**config.mk**
```make
export PLATFORM = sky130hd
export DESIGN_NAME = button_state_message_parser_flat
export DESIGN_NICKNAME = d
export VERILOG_FILES = /design/src/rtl/bsmp_pkg.sv /design/src/rtl/bsmp_if.sv /design/src/rtl/bsmp_datapath.sv /design/src/rtl/bsmp_ctrl.sv /design/src/rtl/button_state_message_parser.sv /design/src/flat_wrapper.sv
export VERILOG_INCLUDE_DIRS = /design/src /design/src/rtl
export SDC_FILE = /design/constraint.sdc
export NUM_CORES = 1
export LEC_CHECK = 0
export BUFFER_PORTS_ARGS = -buffer_cell sky130_fd_sc_hd__buf_4
export CAP_MARGIN = 20
export CELL_PAD_IN_SITES_DETAIL_PLACEMENT = 1
export CELL_PAD_IN_SITES_GLOBAL_PLACEMENT = 1
export CORE_MARGIN = 8
export CORE_UTILIZATION = 40
export CTS_CLUSTER_SIZE = 25
export DETAILED_ROUTE_END_ITERATION = 6
export PLACE_DENSITY_LB_ADDON = 0.1
export SYNTH_ARGS = -nofsm -noshare
export SYNTH_HDL_FRONTEND = slang
export SYNTH_SLANG_ARGS = --single-unit
```
**constraint.sdc**
```tcl
create_clock -name clk -period 8.1 [get_ports clk]
set_clock_uncertainty 0.2 [all_clocks]
set_input_delay 0.405 -clock clk [delete_from_list [all_inputs] [get_ports clk]]
set_output_delay 0.405 -clock clk [all_outputs]
set_load 0.05 [all_outputs]
```
**src/rtl/button_state_message_parser_macros.svh**
```systemverilog
// ----------------------------------------------------------------------------
// Button state message parser assertion macros
// Concurrent assertion forms used by the parser controller.
// ----------------------------------------------------------------------------
`ifndef BUTTON_STATE_MESSAGE_PARSER_MACROS_SVH
`define BUTTON_STATE_MESSAGE_PARSER_MACROS_SVH

// The condition must never hold outside reset.
`define BSMP_ASSERT_NEVER(label, clk, rst, cond) \
  label: assert property (@(posedge clk) disable iff (rst) !(cond)) \
    else $error("assertion failed: condition must never hold");

// When the trigger holds, the consequence must hold in the next cycle.
`define BSMP_ASSERT_NEXT(label, clk, rst, trig, cons) \
  label: assert property (@(posedge clk) disable iff (rst) (trig) |=> (cons)) \
    else $error("assertion failed: expected consequence one cycle later");

`endif

```
**src/rtl/bsmp_pkg.sv**
```systemverilog
`timescale 1ns / 1ps
// ----------------------------------------------------------------------------
// Button state message parser package
// Constants, codes, prefix tables and control structures of the parser.
// ----------------------------------------------------------------------------
package bsmp_pkg;

  localparam int NAME_MAX = 32;
  localparam int NAME_CAP = ((NAME_MAX - 1) > 31) ? 31 : (NAME_MAX - 1);
  localparam int IDX_W    = (NAME_CAP > 1) ? $clog2(NAME_CAP) : 1;
  localparam int CNT_W    = $clog2(NAME_CAP + 1);

  localparam int BYTE_W = 8;
  localparam int KIND_W = 2;
  localparam int BTN_W  = 2;
  localparam int SEQ_W  = 32;
  localparam int LEN_W  = 5;
  localparam int POS_W  = 3;

  localparam int BTN_LEN       = 4;
  localparam int STATE_PFX_LEN = 6;

  localparam logic [BYTE_W-1:0] CH_NEWLINE = 8'h0A;
  localparam logic [BYTE_W-1:0] CH_COLON   = 8'h3A;
  localparam logic [BYTE_W-1:0] CH_ZERO    = 8'h30;
  localparam logic [BYTE_W-1:0] CH_NINE    = 8'h39;

  typedef enum logic [KIND_W-1:0] {
    KIND_INVALID = 2'd0,
    KIND_BUTTON  = 2'd1,
    KIND_STATE   = 2'd2
  } kind_t;

  typedef enum logic [7:0] {
    PH_START     = 8'b0000_0001,
    PH_BTN_PFX   = 8'b0000_0010,
    PH_STATE_PFX = 8'b0000_0100,
    PH_ID        = 8'b0000_1000,
    PH_SEQ       = 8'b0001_0000,
    PH_SEQ_DONE  = 8'b0010_0000,
    PH_NAME      = 8'b0100_0000,
    PH_BAD       = 8'b1000_0000
  } phase_t;

  typedef struct packed {
    logic take;
    logic load_head;
    logic load_name;
    logic clear;
  } dp_cmd_t;

  typedef struct packed {
    logic out_last;
  } dp_status_t;

  function automatic logic [BYTE_W-1:0] btn_prefix_char(input logic [POS_W-1:0] pos);
    logic [BYTE_W-1:0] c;
    case (pos)
      3'd0:    c = 8'h42;
      3'd1:    c = 8'h54;
      3'd2:    c = 8'h4E;
      3'd3:    c = CH_COLON;
      default: c = 8'h00;
    endcase
    return c;
  endfunction

  function automatic logic [BYTE_W-1:0] state_prefix_char(input logic [POS_W-1:0] pos);
    logic [BYTE_W-1:0] c;
    case (pos)
      3'd0:    c = 8'h53;
      3'd1:    c = 8'h54;
      3'd2:    c = 8'h41;
      3'd3:    c = 8'h54;
      3'd4:    c = 8'h45;
      3'd5:    c = CH_COLON;
      default: c = 8'h00;
    endcase
    return c;
  endfunction

endpackage

```
**src/rtl/bsmp_if.sv**
```systemverilog
`timescale 1ns / 1ps
// ----------------------------------------------------------------------------
// Button state message parser channels
// Valid/ready channels for message bytes in and parse results out.
// ----------------------------------------------------------------------------
interface bsmp_in_if;
  logic                         valid;
  logic                         ready;
  logic [bsmp_pkg::BYTE_W-1:0]  message_byte;
  logic                         final_byte;

  modport source(output valid, output message_byte, output final_byte, input ready);
  modport sink(input valid, input message_byte, input final_byte, output ready);
endinterface

interface bsmp_out_if;
  logic                         valid;
  logic                         ready;
  logic [bsmp_pkg::KIND_W-1:0]  kind;
  logic [bsmp_pkg::BTN_W-1:0]   button_number;
  logic [bsmp_pkg::SEQ_W-1:0]   sequence_number;
  logic [bsmp_pkg::LEN_W-1:0]   name_length;
  logic [bsmp_pkg::BYTE_W-1:0]  name_char;
  logic                         is_name_char;
  logic                         last_of_run;

  modport source(output valid, output kind, output button_number, output sequence_number,
                 output name_length, output name_char, output is_name_char,
                 output last_of_run, input ready);
  modport sink(input valid, input kind, input button_number, input sequence_number,
               input name_length, input name_char, input is_name_char,
               input last_of_run, output ready);
endinterface

```
**src/rtl/bsmp_datapath.sv**
```systemverilog
`timescale 1ns / 1ps
// ----------------------------------------------------------------------------
// Button state message parser datapath
// Parse registers, decimal accumulators, name memory and result register.
// ----------------------------------------------------------------------------
module bsmp_datapath (
  input  logic                          clk,
  input  logic                          rst,
  input  bsmp_pkg::dp_cmd_t             cmd,
  output bsmp_pkg::dp_status_t          status,
  input  logic [bsmp_pkg::BYTE_W-1:0]   message_byte,
  input  logic                          final_byte,
  output logic [bsmp_pkg::KIND_W-1:0]   kind,
  output logic [bsmp_pkg::BTN_W-1:0]    button_number,
  output logic [bsmp_pkg::SEQ_W-1:0]    sequence_number,
  output logic [bsmp_pkg::LEN_W-1:0]    name_length,
  output logic [bsmp_pkg::BYTE_W-1:0]   name_char,
  output logic                          is_name_char,
  output logic                          last_of_run
);

  bsmp_pkg::phase_t                 phase, phase_next;
  logic [bsmp_pkg::POS_W-1:0]       pos, pos_next;
  logic [bsmp_pkg::SEQ_W-1:0]       id_acc, id_acc_next;
  logic [bsmp_pkg::SEQ_W-1:0]       seq_acc, seq_acc_next;
  logic                             digit_seen, digit_seen_next;
  logic [bsmp_pkg::CNT_W-1:0]       name_count, name_count_next;
  logic [bsmp_pkg::CNT_W-1:0]       idx;
  logic [bsmp_pkg::CNT_W-1:0]       rd_addr;
  logic [bsmp_pkg::BYTE_W-1:0]      rd_data;
  logic [bsmp_pkg::BYTE_W-1:0]      name_mem [bsmp_pkg::NAME_CAP];

  logic                             parse_en;
  logic                             is_digit;
  logic [bsmp_pkg::SEQ_W-1:0]       digit_val;
  logic [bsmp_pkg::POS_W-1:0]       pos_inc;
  logic                             name_wr;
  logic                             btn_ok;
  logic                             state_ok;

  function automatic logic [bsmp_pkg::SEQ_W-1:0] mul10_add(
    input logic [bsmp_pkg::SEQ_W-1:0] acc,
    input logic [bsmp_pkg::SEQ_W-1:0] d
  );
    return (acc << 3) + (acc << 1) + d;
  endfunction

  assign parse_en  = cmd.take && !(final_byte && message_byte == bsmp_pkg::CH_NEWLINE);
  assign is_digit  = (message_byte >= bsmp_pkg::CH_ZERO) && (message_byte <= bsmp_pkg::CH_NINE);
  assign digit_val = bsmp_pkg::SEQ_W'(message_byte - bsmp_pkg::CH_ZERO);
  assign pos_inc   = pos + 3'd1;
  assign name_wr   = parse_en && phase == bsmp_pkg::PH_NAME &&
                     name_count < bsmp_pkg::CNT_W'(bsmp_pkg::NAME_CAP);

  always_comb begin
    phase_next      = phase;
    pos_next        = pos;
    id_acc_next     = id_acc;
    seq_acc_next    = seq_acc;
    digit_seen_next = digit_seen;
    name_count_next = name_count;
    if (parse_en) begin
      case (phase)
        bsmp_pkg::PH_START: begin
          if (message_byte == bsmp_pkg::btn_prefix_char(3'd0)) begin
            phase_next = bsmp_pkg::PH_BTN_PFX;
            pos_next   = 3'd1;
          end else if (message_byte == bsmp_pkg::state_prefix_char(3'd0)) begin
            phase_next = bsmp_pkg::PH_STATE_PFX;
            pos_next   = 3'd1;
          end else begin
            phase_next = bsmp_pkg::PH_BAD;
          end
        end
        bsmp_pkg::PH_BTN_PFX: begin
          if (pos < bsmp_pkg::POS_W'(bsmp_pkg::BTN_LEN) &&
              message_byte == bsmp_pkg::btn_prefix_char(pos)) begin
            pos_next = pos_inc;
            if (pos_inc == bsmp_pkg::POS_W'(bsmp_pkg::BTN_LEN)) begin
              phase_next      = bsmp_pkg::PH_ID;
              digit_seen_next = 1'b0;
            end
          end else begin
            phase_next = bsmp_pkg::PH_BAD;
          end
        end
        bsmp_pkg::PH_STATE_PFX: begin
          if (pos < bsmp_pkg::POS_W'(bsmp_pkg::STATE_PFX_LEN) &&
              message_byte == bsmp_pkg::state_prefix_char(pos)) begin
            pos_next = pos_inc;
            if (pos_inc == bsmp_pkg::POS_W'(bsmp_pkg::STATE_PFX_LEN)) begin
              phase_next      = bsmp_pkg::PH_NAME;
              name_count_next = '0;
            end
          end else begin
            phase_next = bsmp_pkg::PH_BAD;
          end
        end
        bsmp_pkg::PH_ID: begin
          if (is_digit) begin
            id_acc_next     = mul10_add(id_acc, digit_val);
            digit_seen_next = 1'b1;
          end else if (message_byte == bsmp_pkg::CH_COLON && digit_seen) begin
            phase_next      = bsmp_pkg::PH_SEQ;
            digit_seen_next = 1'b0;
          end else begin
            phase_next = bsmp_pkg::PH_BAD;
          end
        end
        bsmp_pkg::PH_SEQ: begin
          if (is_digit) begin
            seq_acc_next    = mul10_add(seq_acc, digit_val);
            digit_seen_next = 1'b1;
          end else begin
            phase_next = digit_seen ? bsmp_pkg::PH_SEQ_DONE : bsmp_pkg::PH_BAD;
          end
        end
        bsmp_pkg::PH_NAME: begin
          if (name_wr) begin
            name_count_next = name_count + 1'b1;
          end
        end
        default: begin
        end
      endcase
    end
  end

  always_ff @(posedge clk) begin
    if (rst || cmd.clear) begin
      phase      <= bsmp_pkg::PH_START;
      pos        <= '0;
      id_acc     <= '0;
      seq_acc    <= '0;
      digit_seen <= 1'b0;
      name_count <= '0;
    end else begin
      phase      <= phase_next;
      pos        <= pos_next;
      id_acc     <= id_acc_next;
      seq_acc    <= seq_acc_next;
      digit_seen <= digit_seen_next;
      name_count <= name_count_next;
    end
  end

  always_ff @(posedge clk) begin
    if (name_wr) begin
      name_mem[name_count[bsmp_pkg::IDX_W-1:0]] <= message_byte;
    end
  end

  // The read address runs one ahead on each name item so the next byte is ready.
  assign rd_addr = cmd.load_name ? idx + 1'b1 : idx;

  always_ff @(posedge clk) begin
    if (rd_addr < bsmp_pkg::CNT_W'(bsmp_pkg::NAME_CAP)) begin
      rd_data <= name_mem[rd_addr[bsmp_pkg::IDX_W-1:0]];
    end
  end

  always_ff @(posedge clk) begin
    if (rst || cmd.clear) begin
      idx <= '0;
    end else if (cmd.load_name) begin
      idx <= idx + 1'b1;
    end
  end

  assign btn_ok   = ((phase == bsmp_pkg::PH_SEQ && digit_seen) ||
                     phase == bsmp_pkg::PH_SEQ_DONE) &&
                    (id_acc inside {32'd1, 32'd2});
  assign state_ok = phase == bsmp_pkg::PH_NAME && name_count != '0;

  always_ff @(posedge clk) begin
    if (rst) begin
      last_of_run <= 1'b0;
    end else if (cmd.load_head) begin
      last_of_run <= !state_ok;
    end else if (cmd.load_name) begin
      last_of_run <= (idx + 1'b1) == name_count;
    end
  end

  always_ff @(posedge clk) begin
    if (cmd.load_head) begin
      kind            <= btn_ok ? bsmp_pkg::KIND_BUTTON :
                         (state_ok ? bsmp_pkg::KIND_STATE : bsmp_pkg::KIND_INVALID);
      button_number   <= btn_ok ? id_acc[bsmp_pkg::BTN_W-1:0] : '0;
      sequence_number <= btn_ok ? seq_acc : '0;
      name_length     <= state_ok ? bsmp_pkg::LEN_W'(name_count) : '0;
      name_char       <= '0;
      is_name_char    <= 1'b0;
    end else if (cmd.load_name) begin
      kind            <= bsmp_pkg::KIND_STATE;
      button_number   <= '0;
      sequence_number <= '0;
      name_length     <= '0;
      name_char       <= rd_data;
      is_name_char    <= 1'b1;
    end
  end

  assign status.out_last = last_of_run;

endmodule

```
**src/rtl/bsmp_ctrl.sv**
```systemverilog
`timescale 1ns / 1ps
// ----------------------------------------------------------------------------
// Button state message parser controller
// Sequences byte intake, header result and name byte results.
// ----------------------------------------------------------------------------
`include "button_state_message_parser_macros.svh"

module bsmp_ctrl (
  input  logic                  clk,
  input  logic                  rst,
  input  logic                  in_valid,
  input  logic                  in_final,
  output logic                  in_ready,
  output logic                  out_valid,
  input  logic                  out_ready,
  output bsmp_pkg::dp_cmd_t     cmd,
  input  bsmp_pkg::dp_status_t  status
);

  typedef enum logic [3:0] {
    ST_IDLE = 4'b0001,
    ST_FIN  = 4'b0010,
    ST_HEAD = 4'b0100,
    ST_NAME = 4'b1000
  } ctrl_state_t;

  ctrl_state_t state, state_next;
  logic        in_acc;
  logic        out_acc;

  assign in_ready  = state == ST_IDLE;
  assign out_valid = state == ST_HEAD || state == ST_NAME;
  assign in_acc    = in_valid && in_ready;
  assign out_acc   = out_valid && out_ready;

  assign cmd.take      = in_acc;
  assign cmd.load_head = state == ST_FIN;
  assign cmd.load_name = out_acc && !status.out_last;
  assign cmd.clear     = out_acc && status.out_last;

  always_comb begin
    state_next = state;
    case (state)
      ST_IDLE: begin
        if (in_acc && in_final) begin
          state_next = ST_FIN;
        end
      end
      ST_FIN: begin
        state_next = ST_HEAD;
      end
      ST_HEAD, ST_NAME: begin
        if (out_acc) begin
          state_next = status.out_last ? ST_IDLE : ST_NAME;
        end
      end
      default: begin
        state_next = ST_IDLE;
      end
    endcase
  end

  always_ff @(posedge clk) begin
    if (rst) begin
      state <= ST_IDLE;
    end else begin
      state <= state_next;
    end
  end

  `BSMP_ASSERT_NEVER(a_no_overlap, clk, rst, in_ready && out_valid)
  `BSMP_ASSERT_NEXT(a_final_stops_input, clk, rst, in_acc && in_final, !in_ready && !out_valid)
  `BSMP_ASSERT_NEXT(a_head_shown, clk, rst, cmd.load_head, out_valid)
  `BSMP_ASSERT_NEXT(a_run_end_idle, clk, rst, cmd.clear, in_ready && !out_valid)

endmodule

```
**src/rtl/button_state_message_parser.sv**
```systemverilog
`timescale 1ns / 1ps
// ----------------------------------------------------------------------------
// Button state message parser
// Parses "BTN:<id>:<seq>" and "STATE:<name>" text messages, one byte per item.
// ----------------------------------------------------------------------------
// The message channel takes one byte per item, with final_byte set on the
// last byte of a message. Bytes are taken at one per cycle while no results
// are pending. A trailing newline on the final byte is dropped.
// After the final byte the block forms the header in its ST_FIN state, then
// shows the header item on the result channel. A state message follows it
// with one item per stored name byte, the last marked by last_of_run.
// While results are pending the message channel is not ready. When the
// receiver holds ready low, the current result item stays unchanged.
// Reset clears the parse state and the sequencer; the name memory is not
// cleared, and only bytes written in the current message are read out.
// ----------------------------------------------------------------------------
module button_state_message_parser (
  input  logic         clk,
  input  logic         rst,
  bsmp_in_if.sink      message,
  bsmp_out_if.source   result
);

  bsmp_pkg::dp_cmd_t    cmd;
  bsmp_pkg::dp_status_t status;

  bsmp_ctrl u_ctrl (
    .clk       (clk),
    .rst       (rst),
    .in_valid  (message.valid),
    .in_final  (message.final_byte),
    .in_ready  (message.ready),
    .out_valid (result.valid),
    .out_ready (result.ready),
    .cmd       (cmd),
    .status    (status)
  );

  bsmp_datapath u_datapath (
    .clk             (clk),
    .rst             (rst),
    .cmd             (cmd),
    .status          (status),
    .message_byte    (message.message_byte),
    .final_byte      (message.final_byte),
    .kind            (result.kind),
    .button_number   (result.button_number),
    .sequence_number (result.sequence_number),
    .name_length     (result.name_length),
    .name_char       (result.name_char),
    .is_name_char    (result.is_name_char),
    .last_of_run     (result.last_of_run)
  );

endmodule
```
**src/flat_wrapper.sv**
```systemverilog
// flat-port wrapper written by rule: the top's interface ports become plain ports
module button_state_message_parser_flat 
  (clk, rst, message_valid, message_message_byte, message_final_byte, message_ready, result_valid, result_kind, result_button_number, result_sequence_number, result_name_length, result_name_char, result_is_name_char, result_last_of_run, result_ready);
  bsmp_in_if message_i ();
  bsmp_out_if result_i ();
  input  logic clk;
  input  logic rst;
  input wire logic [$bits(message_i.valid)-1:0] message_valid;
  input wire logic [$bits(message_i.message_byte)-1:0] message_message_byte;
  input wire logic [$bits(message_i.final_byte)-1:0] message_final_byte;
  output wire logic [$bits(message_i.ready)-1:0] message_ready;
  output wire logic [$bits(result_i.valid)-1:0] result_valid;
  output wire logic [$bits(result_i.kind)-1:0] result_kind;
  output wire logic [$bits(result_i.button_number)-1:0] result_button_number;
  output wire logic [$bits(result_i.sequence_number)-1:0] result_sequence_number;
  output wire logic [$bits(result_i.name_length)-1:0] result_name_length;
  output wire logic [$bits(result_i.name_char)-1:0] result_name_char;
  output wire logic [$bits(result_i.is_name_char)-1:0] result_is_name_char;
  output wire logic [$bits(result_i.last_of_run)-1:0] result_last_of_run;
  input wire logic [$bits(result_i.ready)-1:0] result_ready;
  assign message_i.valid = message_valid;
  assign message_i.message_byte = message_message_byte;
  assign message_i.final_byte = message_final_byte;
  assign message_ready = message_i.ready;
  assign result_valid = result_i.valid;
  assign result_kind = result_i.kind;
  assign result_button_number = result_i.button_number;
  assign result_sequence_number = result_i.sequence_number;
  assign result_name_length = result_i.name_length;
  assign result_name_char = result_i.name_char;
  assign result_is_name_char = result_i.is_name_char;
  assign result_last_of_run = result_i.last_of_run;
  assign result_i.ready = result_ready;
  button_state_message_parser u_core (.clk(clk), .rst(rst), .message(message_i), .result(result_i));
endmodule
```
==> results of run 1 <==
==> registers in the layout, indices dropped and copies added, names as in the netlist, 4 cells and up <==
name,flops
u_core.u_datapath.name_length,5
u_core.u_datapath.rd_data,8
u_core.u_datapath.idx,5
u_core.u_datapath.id_acc,32
u_core.u_datapath.name_count,5
u_core.u_datapath.name_char,8
u_core.u_datapath.seq_acc,32
u_core.u_datapath.name_mem,248
u_core.u_datapath.sequence_number,32
u_core.u_ctrl.state,4
u_core.u_datapath.phase,8
==> layout make-up <==
type	instances	area, um2	area share
Clock inverter	28	303	0.0126
Multi-Input combinational cell	1251	9830	0.409
Inverter	41	154	0.00640
Clock buffer	56	1210	0.0503
Timing Repair Buffer	95	756	0.0315
Sequential cell	397	10900	0.455
Tap cell	688	861	0.0358
==> kinds of logic after synthesis <==
logic type	after synthesis
AO/OA/AOI/OAI	320
flip-flops	397
AND/OR/NAND/NOR	552
multiplexers	161
XOR/XNOR	83
buffers and inverters	120
adder cells (fa/ha/maj)	135
==> stage by stage <==
stage	instance area (um2)	power, uW	utilization	hold slack, ns	cells
5_1_grt	24000	4610	0.458	0.0109	2556
2_1_floorplan	21100	2330	-	0.229	1768
3_5_place_dp	22500	2410	0.428	0.255	2467
6_report	24000	4470	0.458	0.0294	2556
3_3_place_gp	22500	2410	0.428	0.247	2467
4_1_cts	24000	4530	0.458	0.000754	2555
==> cell usage in the layout (no fill, tap or decap), drive strengths merged, types with 56 or more instances in the layout <==
master / instances
a21oi: 111
buf: 91
clkbuf: 56
dfxtp: 100
edfxtp: 297
fa: 57
ha: 78
mux2i: 113
nand2: 210
nor2: 111
==> worst max path at each step <==
stage                     slack [ns]  cells after the start                                         end
after global placement          2.86                     15  u_core.u_datapath.seq_acc[25]$_SDFFE_PP0P_
after global routing            3.13                     15  u_core.u_datapath.seq_acc[25]$_SDFFE_PP0P_
after floorplan                 1.78                     12  u_core.u_datapath.seq_acc[25]$_SDFFE_PP0P_
final                           3.40                     15  u_core.u_datapath.seq_acc[25]$_SDFFE_PP0P_
after detailed placement        2.73                     15  u_core.u_datapath.seq_acc[25]$_SDFFE_PP0P_
after CTS                       3.36                     15  u_core.u_datapath.seq_acc[25]$_SDFFE_PP0P_
==> power by group through the flow <==
stage	Clock [uW]	Sequential, uW	Combinational [uW]
2_1_floorplan	0	2240	90.8
3_3_place_gp	0	2230	175
3_5_place_dp	0	2230	179
4_1_cts	2160	2190	182
5_1_grt	2220	2190	196
6_report	2100	2190	178
==> routing by layer <==
metal	share of wire	wire length, um	global-route usage	up-vias
met4	0.025	1440	0.0571	0
met3	0.037	2150	0.0268	82
li1	-	-	-	6721
met5	0	0	0	-
met2	0.49	28500	0.332	240
met1	0.45	26200	0.251	7343
==> worst max-delay path, stage by stage <==
cell       delay (ns)
buf_4            0.26
ha_1             0.36
nor3_4           0.77
buf_12           0.34
fa_1             0.47
ha_1             0.37
and2_1           0.19
or2_2            0.29
a2111oi_0        0.45
buf_4            0.20
a21oi_1          0.09
nor3_1           0.32
o21a_1           0.18
nor4_1           0.05
nand3b_1         0.17
==> impl_results.md, run 1 <==
- Worst Hold Path Cells: 1
- Arrival time worst endpoint: 4.98 ns
- Leakage: 0.00852 uW
- Remaining antenna violation count: 0
- Average cell area after synthesis: 12.0 um2
- Number of hold buffers added after CTS: 4
- Sequential element share of the synthesized area: 0.517
- Vias in the first global route: 15,400
- Cell types with the largest area share after synthesis: edfxtp_1, dfxtp_1, fa_1, mux2i_1, mux4_2
- Xor/xnor share of the synthesized area: 0.0351
- Worst Hold Launch: message_message_byte[1]
- Fraction of power consumed by combinational cells: 0.040
- Switching fraction of total power: 0.225
- Initial antenna violation count: 1
- Count of warnings emitted by yosys: 0
- Worst-path fanout max: 40
- Worst path required time: 8.38 ns
- Number of H-tree branching levels: 2
- Area added between synthesis and finish: 13.7%
- Clk pin slew, worst setup/hold paths: 0.06 ns
- FF-to-FF path depth: 9
- Count of filler cells inserted in the layout: 5,470
- Ys flop type: edfxtp_1
- Post-synth ARST share: 0
- First-pass GRT wire length: 91,500 um
- Number of enable-type register cells in the synthesized netlist: 297
- X dimension of the die: 246 um
- Starting density of the core: 0.403
- Ratio of cells with drive above 1 in the final layout: 0.122
- Biggest area consumer among synthesized cells: edfxtp_1
- Drt pass-1 iters: 5
- Total negative slack: 0 ns
- Clk buf depth: 3
- Total setup violations reported at the end of the flow: 0
- Source-to-sink clock delay at the later pin of the worst-skew pair: 0.59 ns
- Total global-route track usage: 0.193
- Count of final max-slew check failures: 0
- Number of register bits inferred by synthesis: 397
- Reported net switching power: 1000 uW
- Sum of net half-perimeters after detailed placement: 38,700 um
- Net Count, Synth: 1,916
- # port buffers: 65
- Residual DRC: 0
- Most common cell in the synthesized netlist: edfxtp_1
- Peak supply drop: 0.139 mV
- Post-CTS repair timing setup buffer count: 0
- Fin nets: 1,980
- Crit start category: primary input
- Power per cell area: 186 nW/um2
- Synthesized area: 21,100 um2
- Status: finished clean
- Simple logic cell fraction of the synthesized area: 0.124
- Count of cells resized by post-cts repair: 0
- Endpoint of the worst-slack reg-to-reg timing path: u_core.u_datapath.rd_data[4]$_DFFE_PN_
- WL/cell: 22.8 um
- Adder and majority gate portion of the synthesized area: 0.100
- Overall via count from detail_route: 14,400
- Synth Area in Compound Gates: 0.0987
- Share of power burned in registers: 0.489
- I/O Pins: 66
- Internal power component: 3470 uW
- Mux share of post-synthesis cell area: 0.104
- Worst Setup Path Type: primary input to register
- Max-cap check violation count: 0
- Number of buffers added by the clock tree synthesis step: 46
- Core ar.: 52,400 um2
- Fmax: 0.213 GHz
- Total Wirelength: 58,300 um
- Actual transition at the worst max-transition pin: 1.07 ns
- Critical path endpoint category: register
- Largest family of logic cells by synthesized area: simple AND/OR/NAND/NOR gates
- Fraction of synthesized cell area taken by the top area cell type: 0.422
- Die Y-Extent: 246 um
- Start point of the critical path: message_message_byte[4]
- Hold violation total from the final report: 0
- RSZ-0062 raised after global routing: no
- Post-Synthesis Cells: 1,768
- Global route overflow: 0
- Via count normalized by instance count: 5.63
- Worst rel slew slack: 0.284
- Placer congestion estimate: 0.799
- Detailed Route Iter0 Violations: 775
- CTS tree: yes
- Setup slack after layout: 3.40 ns
- Area of the die: 60,500 um2
- Hold Path End: u_core.u_datapath.name_mem[25][1]$_DFFE_PP_
- Clock sinks: 397
- Fin crit period: 4.70 ns
- Count of unique library cells instantiated by Yosys: 67
- Clock tree root driver cell: clkbuf_16
- Startpoint of the most critical register-to-register path: u_core.u_datapath.last_of_run$_SDFFE_PP0P_
- Antenna cells: 0
- Largest net degree at the start of global routing: 52
- Post-synth top cells: edfxtp_1, nand2_1, mux2i_1
- Clock group share of total power: 0.471
- Reg-to-reg setup timing slack: 3.94 ns
- Final period utilization: 0.580
- Hold crit path type: primary input to register
- Worst slack after detailed placement: 2.73 ns
- # rows: 84
Note: power is estimated with default switching activity, not from simulation.
==> run 2: changes to the inputs <==
--- a/config.mk
+++ b/config.mk
@@ -6,6 +6,7 @@
 export SDC_FILE = /design/constraint.sdc
 export NUM_CORES = 1
 export LEC_CHECK = 0
+export ABC_AREA = 1
 export BUFFER_PORTS_ARGS = -buffer_cell sky130_fd_sc_hd__buf_4
 export CAP_MARGIN = 20
 export CELL_PAD_IN_SITES_DETAIL_PLACEMENT = 1
==> constraint.sdc (replaced) <==
create_clock -name clk -period 3.8 [get_ports clk]
set_clock_uncertainty 0.2 [all_clocks]
set_input_delay 0.19 -clock clk [delete_from_list [all_inputs] [get_ports clk]]
set_output_delay 0.19 -clock clk [all_outputs]
set_load 0.05 [all_outputs]
==> run 2 against run 1 <==
Net effect: design area increased by 7.7%; register-to-register slack got worse by 3.6 ns; global-route usage increased by 2.5 points; synthesized cell count increased by 49%; worst hold slack improved by 0.00051 ns; die area increased by 5.6%; first-iteration DRC count increased by 21%; sequential share of layout area decreased by 3.2 points; highest routed layer is now met5.
==> impl_results.md, run 2 <==
- Status: finished clean (unchanged)
- Remaining antenna violation count: 0 (unchanged)
- Flip-flop count of the largest register after layout: 248 (unchanged)
- Detailed Route Iter0 Violations: 934 (was 775)
- Peak supply drop: 0.323 mV (was 0.139 mV)
- Via count normalized by instance count: 5.11 (was 5.63)
- Clock sinks: 397 (unchanged)
- Total Wirelength: 69,500 um (was 58,300 um)
- Die Y-Extent: 253 um (was 246 um)
- Fraction of synthesized cell area taken by the top area cell type: 0.398 (was 0.422)
- Leading cell types in the layout, fill and taps excluded: nand2_1, inv_1, nor2_1, edfxtp_1, nand3_1 (was edfxtp_1, nand2_1, mux2i_1, a21oi_1, nor2_1)
- Starting density of the core: 0.406 (was 0.403)
- Crit start category: primary input (unchanged)
- Global route overflow: 0 (unchanged)
- Total setup violations reported at the end of the flow: 0 (unchanged)
- Max-cap check violation count: 0 (unchanged)
- Core ar.: 55,200 um2 (was 52,400 um2)
- Cell with the biggest individual delay on the critical path: dlygate4sd3_1 (was nor3_4)
- Number of enable-type register cells in the synthesized netlist: 297 (unchanged)
- Count of final max-slew check failures: 0 (unchanged)
- Number of H-tree branching levels: 2 (unchanged)
- Sum of net half-perimeters after detailed placement: 50,200 um (was 38,700 um)
- Synthesized area: 22,400 um2 (was 21,100 um2)
- X dimension of the die: 253 um (was 246 um)
- Placer congestion estimate: 0.905 (was 0.799)
- Cell types with the largest area share after synthesis: edfxtp_1, nand2_1, dfxtp_1, inv_1, nor2_1 (was edfxtp_1, dfxtp_1, fa_1, mux2i_1, mux4_2)
- WL/cell: 19.5 um (was 22.8 um)
- Power per cell area: 413 nW/um2 (was 186 nW/um2)
- Arrival time worst endpoint: 3.93 ns (was 4.98 ns)
- Biggest area consumer among synthesized cells: edfxtp_1 (unchanged)
- Overall via count from detail_route: 18,200 (was 14,400)
- RSZ-0062 raised after global routing: yes (was no)
- # port buffers: 65 (unchanged)
- Area added between synthesis and finish: 15.5% (was 13.7%)
- Final core utilization: 0.469 (was 0.458)
- Net Count, Synth: 2,784 (was 1,916)
- Fmax: 0.278 GHz
- Most common cell in the synthesized netlist: nand2_1 (was edfxtp_1)
- Fin nets: 2,919 (was 1,980)
- Clk pin slew, worst setup/hold paths: 0.06 ns (about the same)
- I/O Pins: 66 (unchanged)
- Delay of the slowest cell on the worst path: 0.56 ns (was 0.77 ns)
- Post-placement cell area: 24,200 um2 (was 22,500 um2)
- Actual transition at the worst max-transition pin: 0.919 ns (was 1.07 ns)
- Design Area, Final: 25,900 um2 (was 24,000 um2)
- Leakage: 0.0114 uW (was 0.00852 uW)
- Clk buf depth: 3 (unchanged)
- Total negative slack: 0 ns (unchanged)
- First-pass GRT wire length: 109,000 um (was 91,500 um)
- Setup slack after layout: 0.198 ns (was 3.40 ns)
- Worst-path fanout max: 24 (was 40)
- Worst slack after detailed placement: 0.109 ns (was 2.73 ns)
- Residual DRC: 0 (unchanged)
- Count of warnings emitted by yosys: 0 (unchanged)
- Final period utilization: 0.948
- Drt pass-1 iters: 6 (was 5)
- Total global-route track usage: 0.218 (was 0.193)
- # rows: 86 (was 84)
- Sequential element share of the synthesized area: 0.487 (was 0.517)
- Fin crit period: 3.60 ns
- Largest net degree at the start of global routing: 66 (was 52)
- Area of the die: 63,800 um2 (was 60,500 um2)
- Count of unique library cells instantiated by Yosys: 46 (was 67)
- Most common cell after layout, fill and taps aside: nand2_1 (was edfxtp_1)
- Average cell area after synthesis: 8.50 um2 (was 12.0 um2)
- Chain of cells forming the critical path: dlygate4sd3_1 -> buf_4 -> ha_1 -> buf_4 -> nor2_4 -> buf_12 -> buf_12 -> fa_1 -> ha_1 -> nand2_1 -> nor2_1 -> inv_1 -> nor3_1 -> nand4_1 -> nand3_1 -> xor2_1 -> o21bai_1 -> inv_1 (was buf_4 -> ha_1 -> nor3_4 -> buf_12 -> fa_1 -> ha_1 -> and2_1 -> or2_2 -> a2111oi_0 -> buf_4 -> a21oi_1 -> nor3_1 -> o21a_1 -> nor4_1 -> nand3b_1)
- Initial antenna violation count: 2 (was 1)
- Worst Setup Path Type: primary input to register (unchanged)
- Source-to-sink clock delay at the later pin of the worst-skew pair: 0.59 ns (about the same)
- Count of filler cells inserted in the layout: 6,503 (was 5,470)
- Ys flop type: edfxtp_1 (unchanged)
- Post-synth top cells: nand2_1, inv_1, nor2_1 (was edfxtp_1, nand2_1, mux2i_1)
- Post-synth ARST share: 0 (unchanged)
- Post-Synthesis Cells: 2,636 (was 1,768)
- Hold crit path type: primary input to register (unchanged)
- Worst path required time: 4.12 ns (was 8.38 ns)
- CTS tree: yes (unchanged)
- Number of buffers added by the clock tree synthesis step: 47 (was 46)
- Clock tree root driver cell: clkbuf_16 (unchanged)
- Critical path endpoint category: register (unchanged)
- Hold violation total from the final report: 0 (unchanged)
- Worst rel slew slack: 0.385 (was 0.284)
- Number of register bits inferred by synthesis: 397 (unchanged)
- Vias in the first global route: 19,400 (was 15,400)
- Ratio of cells with drive above 1 in the final layout: 0.0997 (was 0.122)
-- run 2: layout make-up --
cell class,count,area [um2],area share
diodes,1,2.50,0.0000967
flip-flops and latches,397,10900,0.422
repair buffers,160,1330,0.0513
well taps,748,936,0.0362
clock buffers,62,1280,0.0496
clock inverters,25,205,0.00793
inverters,427,1600,0.0620
multi-input cells,1738,9590,0.371
-- run 2: cells by family after synthesis --
group	Yosys count	synth area share
buffers and inverters	501	0.0892
xor gates and xnor gates	46	0.0180
DFF	397	0.487
adders and majority gates	135	0.0945
and+or+nand+nor	1257	0.238
AOI/OAI and AO/OA	300	0.0726
-- run 2: power by group --
| part | internal [uW] | switching [uW] |
|---|---|---|
| clock network | 2520 | 1870 |
| registers | 4780 | 73.0 |
| logic | 420 | 1000 |
-- run 2: layer usage --
layer	wire (um)	track usage	up-vias	share of wire
li1	-	-	8850	-
met1	29500	0.260	8904	0.42
met2	34800	0.391	284	0.50
met3	2360	0.0285	124	0.034
met4	2790	0.0898	2	0.040
met5	10	0	-	0.00014
-- run 2: critical path, delay by kind of cell --
family          cells  cell delay, ns
buf+inv             7            1.38
fa+ha+maj           3            1.03
compound gates      1            0.09
xor+xnor            1            0.22
simple gates        6            0.97
-- run 2: worst paths after layout --
check,start,end,slack (ns),depth (start not counted)
worst max-delay path,message_message_byte[4],u_core.u_datapath.seq_acc[24]$_SDFFE_PP0P_,0.20,18
worst min-delay path,message_message_byte[7],u_core.u_datapath.name_mem[28][7]$_DFFE_PP_,0.03,2
worst max register to register,u_core.u_ctrl.state[2]$_SDFFE_PP0P_,u_core.u_datapath.name_mem[5][3]$_DFFE_PP_,0.31,9
worst min register to register,u_core.u_datapath.phase[0]$_SDFFE_PP1P_,u_core.u_datapath.phase[0]$_SDFFE_PP1P_,0.28,2
-- run 2: timing repair --
action                                  4_1_cts  5_1_grt
hold endpoints to repair                     95        0
buffers inserted                              0        1
resized for setup                             0       16
hold buffers                                 10        0
endpoints found under the setup margin        0       11
-- run 2: through the flow --
stage | power (uW) | cells | hold WS (ns)
after global routing | 11100 | 3558 | 0.0208
after global placement | 6320 | 3459 | 0.209
after detailed placement | 6360 | 3459 | 0.214
final | 10700 | 3558 | 0.0299
after CTS | 10800 | 3556 | 0.000765
after floorplan | 5860 | 2636 | 0.0591
==> run 3: changes to the inputs <==
--- a/config.mk
+++ b/config.mk
@@ -11,11 +11,13 @@
 export CAP_MARGIN = 20
 export CELL_PAD_IN_SITES_DETAIL_PLACEMENT = 1
 export CELL_PAD_IN_SITES_GLOBAL_PLACEMENT = 1
-export CORE_MARGIN = 8
+export CORE_MARGIN = 5
 export CORE_UTILIZATION = 40
+export CTS_CLUSTER_DIAMETER = 100
 export CTS_CLUSTER_SIZE = 25
 export DETAILED_ROUTE_END_ITERATION = 6
 export PLACE_DENSITY_LB_ADDON = 0.1
+export SETUP_SLACK_MARGIN = 0.3
 export SYNTH_ARGS = -nofsm -noshare
 export SYNTH_HDL_FRONTEND = slang
 export SYNTH_SLANG_ARGS = --single-unit
==> run 3 against run 2 <==
Net effect: routed wire length is essentially flat; total power down 14%; worst hold slack improved by 0.0019 ns; clock power down 35%; sequential share of layout area rose by 0.93 points; combinational power barely moved; via count down 0.82%; critical path type unchanged; highest routed layer unchanged.
==> impl_results.md, run 3 (same netlist as run 2, synthesis figures left out) <==
- Peak supply drop: 0.348 mV (was 0.323 mV)
- Largest net degree at the start of global routing: 48 (was 66)
- Initial antenna violation count: 1 (was 2)
- Via count normalized by instance count: 5.13 (was 5.11)
- Fin crit period: 3.37 ns (was 3.60 ns)
- Delay of the slowest cell on the worst path: 0.54 ns (was 0.56 ns)
- Design Area, Final: 25,300 um2 (was 25,900 um2)
- Leading cell types in the layout, fill and taps excluded: nand2_1, inv_1, nor2_1, edfxtp_1, nand3_1 (unchanged)
- Residual DRC: 0 (unchanged)
- RSZ-0062 raised after global routing: no (was yes)
- Drt pass-1 iters: 5 (was 6)
- Actual transition at the worst max-transition pin: 1.00 ns (was 0.919 ns)
- Fin nets: 2,895 (was 2,919)
- Starting density of the core: 0.405 (was 0.406)
- Chain of cells forming the critical path: dlygate4sd3_1 -> buf_6 -> nor2_4 -> inv_2 -> nor2_4 -> buf_4 -> clkbuf_16 -> fa_1 -> ha_1 -> nand2_1 -> nor3_1 -> nand2_1 -> nor3_1 -> nand2_1 -> nand3b_1 -> nand3_1 -> nand2_1 -> inv_1 (was dlygate4sd3_1 -> buf_4 -> ha_1 -> buf_4 -> nor2_4 -> buf_12 -> buf_12 -> fa_1 -> ha_1 -> nand2_1 -> nor2_1 -> inv_1 -> nor3_1 -> nand4_1 -> nand3_1 -> xor2_1 -> o21bai_1 -> inv_1)
- Final period utilization: 0.886 (was 0.948)
- Count of final max-slew check failures: 0 (unchanged)
- Number of H-tree branching levels: 1 (was 2)
- I/O Pins: 66 (unchanged)
- Total negative slack: 0 ns (unchanged)
- X dimension of the die: 247 um (was 253 um)
- Fmax: 0.297 GHz (was 0.278 GHz)
- Total Wirelength: 69,500 um (about the same)
- Clock tree root driver cell: clkbuf_16 (unchanged)
- Source-to-sink clock delay at the later pin of the worst-skew pair: 0.60 ns (was 0.59 ns)
- Hold violation total from the final report: 0 (unchanged)
- Clock sinks: 397 (unchanged)
- WL/cell: 19.8 um (was 19.5 um)
- Detailed Route Iter0 Violations: 892 (was 934)
- Placer congestion estimate: 0.905 (about the same)
- Global route overflow: 0 (unchanged)
- Power per cell area: 361 nW/um2 (was 413 nW/um2)
- Number of placed cells counting well taps: 3,456 (was 3,459)
- Worst path bufs/invs: 6 (was 7)
- Leakage: 0.0110 uW (was 0.0114 uW)
- First-pass GRT wire length: 108,000 um (was 109,000 um)
- Overall via count from detail_route: 18,000 (was 18,200)
- Die Y-Extent: 247 um (was 253 um)
- Sum of net half-perimeters after detailed placement: 50,300 um (was 50,200 um)
- Area of the die: 60,900 um2 (was 63,800 um2)
- Library cell appearing most often on the critical path: nand2_1
- Clk buf depth: 3 (unchanged)
- Max-cap check violation count: 0 (unchanged)
- # port buffers: 65 (unchanged)
- Total setup violations reported at the end of the flow: 0 (unchanged)
- Hold crit path type: primary input to register (unchanged)
- Worst rel slew slack: 0.333 (was 0.385)
- Area added between synthesis and finish: 13.0% (was 15.5%)
- Family of cells with the greatest summed delay on the critical path: simple AND/OR/NAND/NOR gates (was buffers and inverters)
- Cell with the biggest individual delay on the critical path: dlygate4sd3_1 (unchanged)
- Arrival time worst endpoint: 3.66 ns (was 3.93 ns)
- Worst-path fanout max: 13 (was 24)
- Worst path required time: 4.09 ns (was 4.12 ns)
- Post-placement cell area: 24,300 um2 (was 24,200 um2)
- Most common cell after layout, fill and taps aside: nand2_1 (unchanged)
- Crit start category: primary input (unchanged)
- CTS tree: yes (unchanged)
- Antenna cells: 0 (was 1)
- Critical path endpoint category: register (unchanged)
- Number of buffers added by the clock tree synthesis step: 23 (was 47)
- Status: finished clean (unchanged)
- Count of placed standard cells in the final layout, fillers left out: 3,512 (was 3,558)
- Clk pin slew, worst setup/hold paths: 0.10 ns (was 0.06 ns)
- Vias in the first global route: 18,900 (was 19,400)
- Ratio of cells with drive above 1 in the final layout: 0.0959 (was 0.0997)
- Remaining antenna violation count: 0 (unchanged)
- Worst Setup Path Type: primary input to register (unchanged)
- Total global-route track usage: 0.225 (was 0.218)
- Flip-flop count of the largest register after layout: 248 (unchanged)
- Core ar.: 55,300 um2 (was 55,200 um2)
- # rows: 86 (unchanged)
==> run 3: cell type report <==
| class | instances | area [um2] |
|---|---|---|
| Clock inverter | 11 | 148 |
| Sequential cell | 397 | 10900 |
| Tap cell | 748 | 936 |
| Clock buffer | 31 | 627 |
| Timing Repair Buffer | 159 | 1340 |
| Fill cell | 6643 | 30000 |
| Inverter | 427 | 1600 |
| Multi-Input combinational cell | 1739 | 9740 |
==> run 3: worst paths after layout <==
path,from,end,slack [ns],cells past startpoint
worst max-delay path,message_message_byte[6],u_core.u_datapath.seq_acc[31]$_SDFFE_PP0P_,0.43,18
worst min-delay path,message_message_byte[5],u_core.u_datapath.name_mem[15][5]$_DFFE_PP_,0.03,2
worst max register to register,u_core.u_ctrl.state[2]$_SDFFE_PP0P_,u_core.u_datapath.rd_data[6]$_DFFE_PN_,0.53,15
worst min register to register,u_core.u_datapath.is_name_char$_SDFFE_PP0P_,u_core.u_datapath.is_name_char$_SDFFE_PP0P_,0.28,2
==> run 3: per-layer routing <==
metal,wire (um),part of all wire,global-route usage
met1,30000,0.43,0.287
met2,35300,0.51,0.410
met3,2360,0.034,0.0259
met4,1910,0.027,0.0560
met5,7,0.00010,0
==> run 3: power by group <==
group / internal (uW) / total [uW] / switching (uW)
sequential: 4770 / 4840 / 71.0
clock: 1240 / 2860 / 1610
combinational: 416 / 1430 / 1010
total: 6430 / 9130 / 2700
==> run 3: timing repair <==
action	in CTS	in global routing
resized for setup	0	15
hold endpoints to repair	54	0
hold buffers	10	0
setup endpoints to repair	0	25
buffers inserted	0	2
==> run 3: metrics by stage <==
stage	util	hold slack (ns)	power (uW)	worst slack (ns)
global placement	0.440	0.211	6320	0.401
floorplan	-	0.0591	5860	0.265
detailed placement	0.440	0.220	6350	0.258
global route	0.458	0.0219	9550	0.284
finish	0.458	0.0318	9130	0.433
CTS	0.456	0.0123	9220	0.329
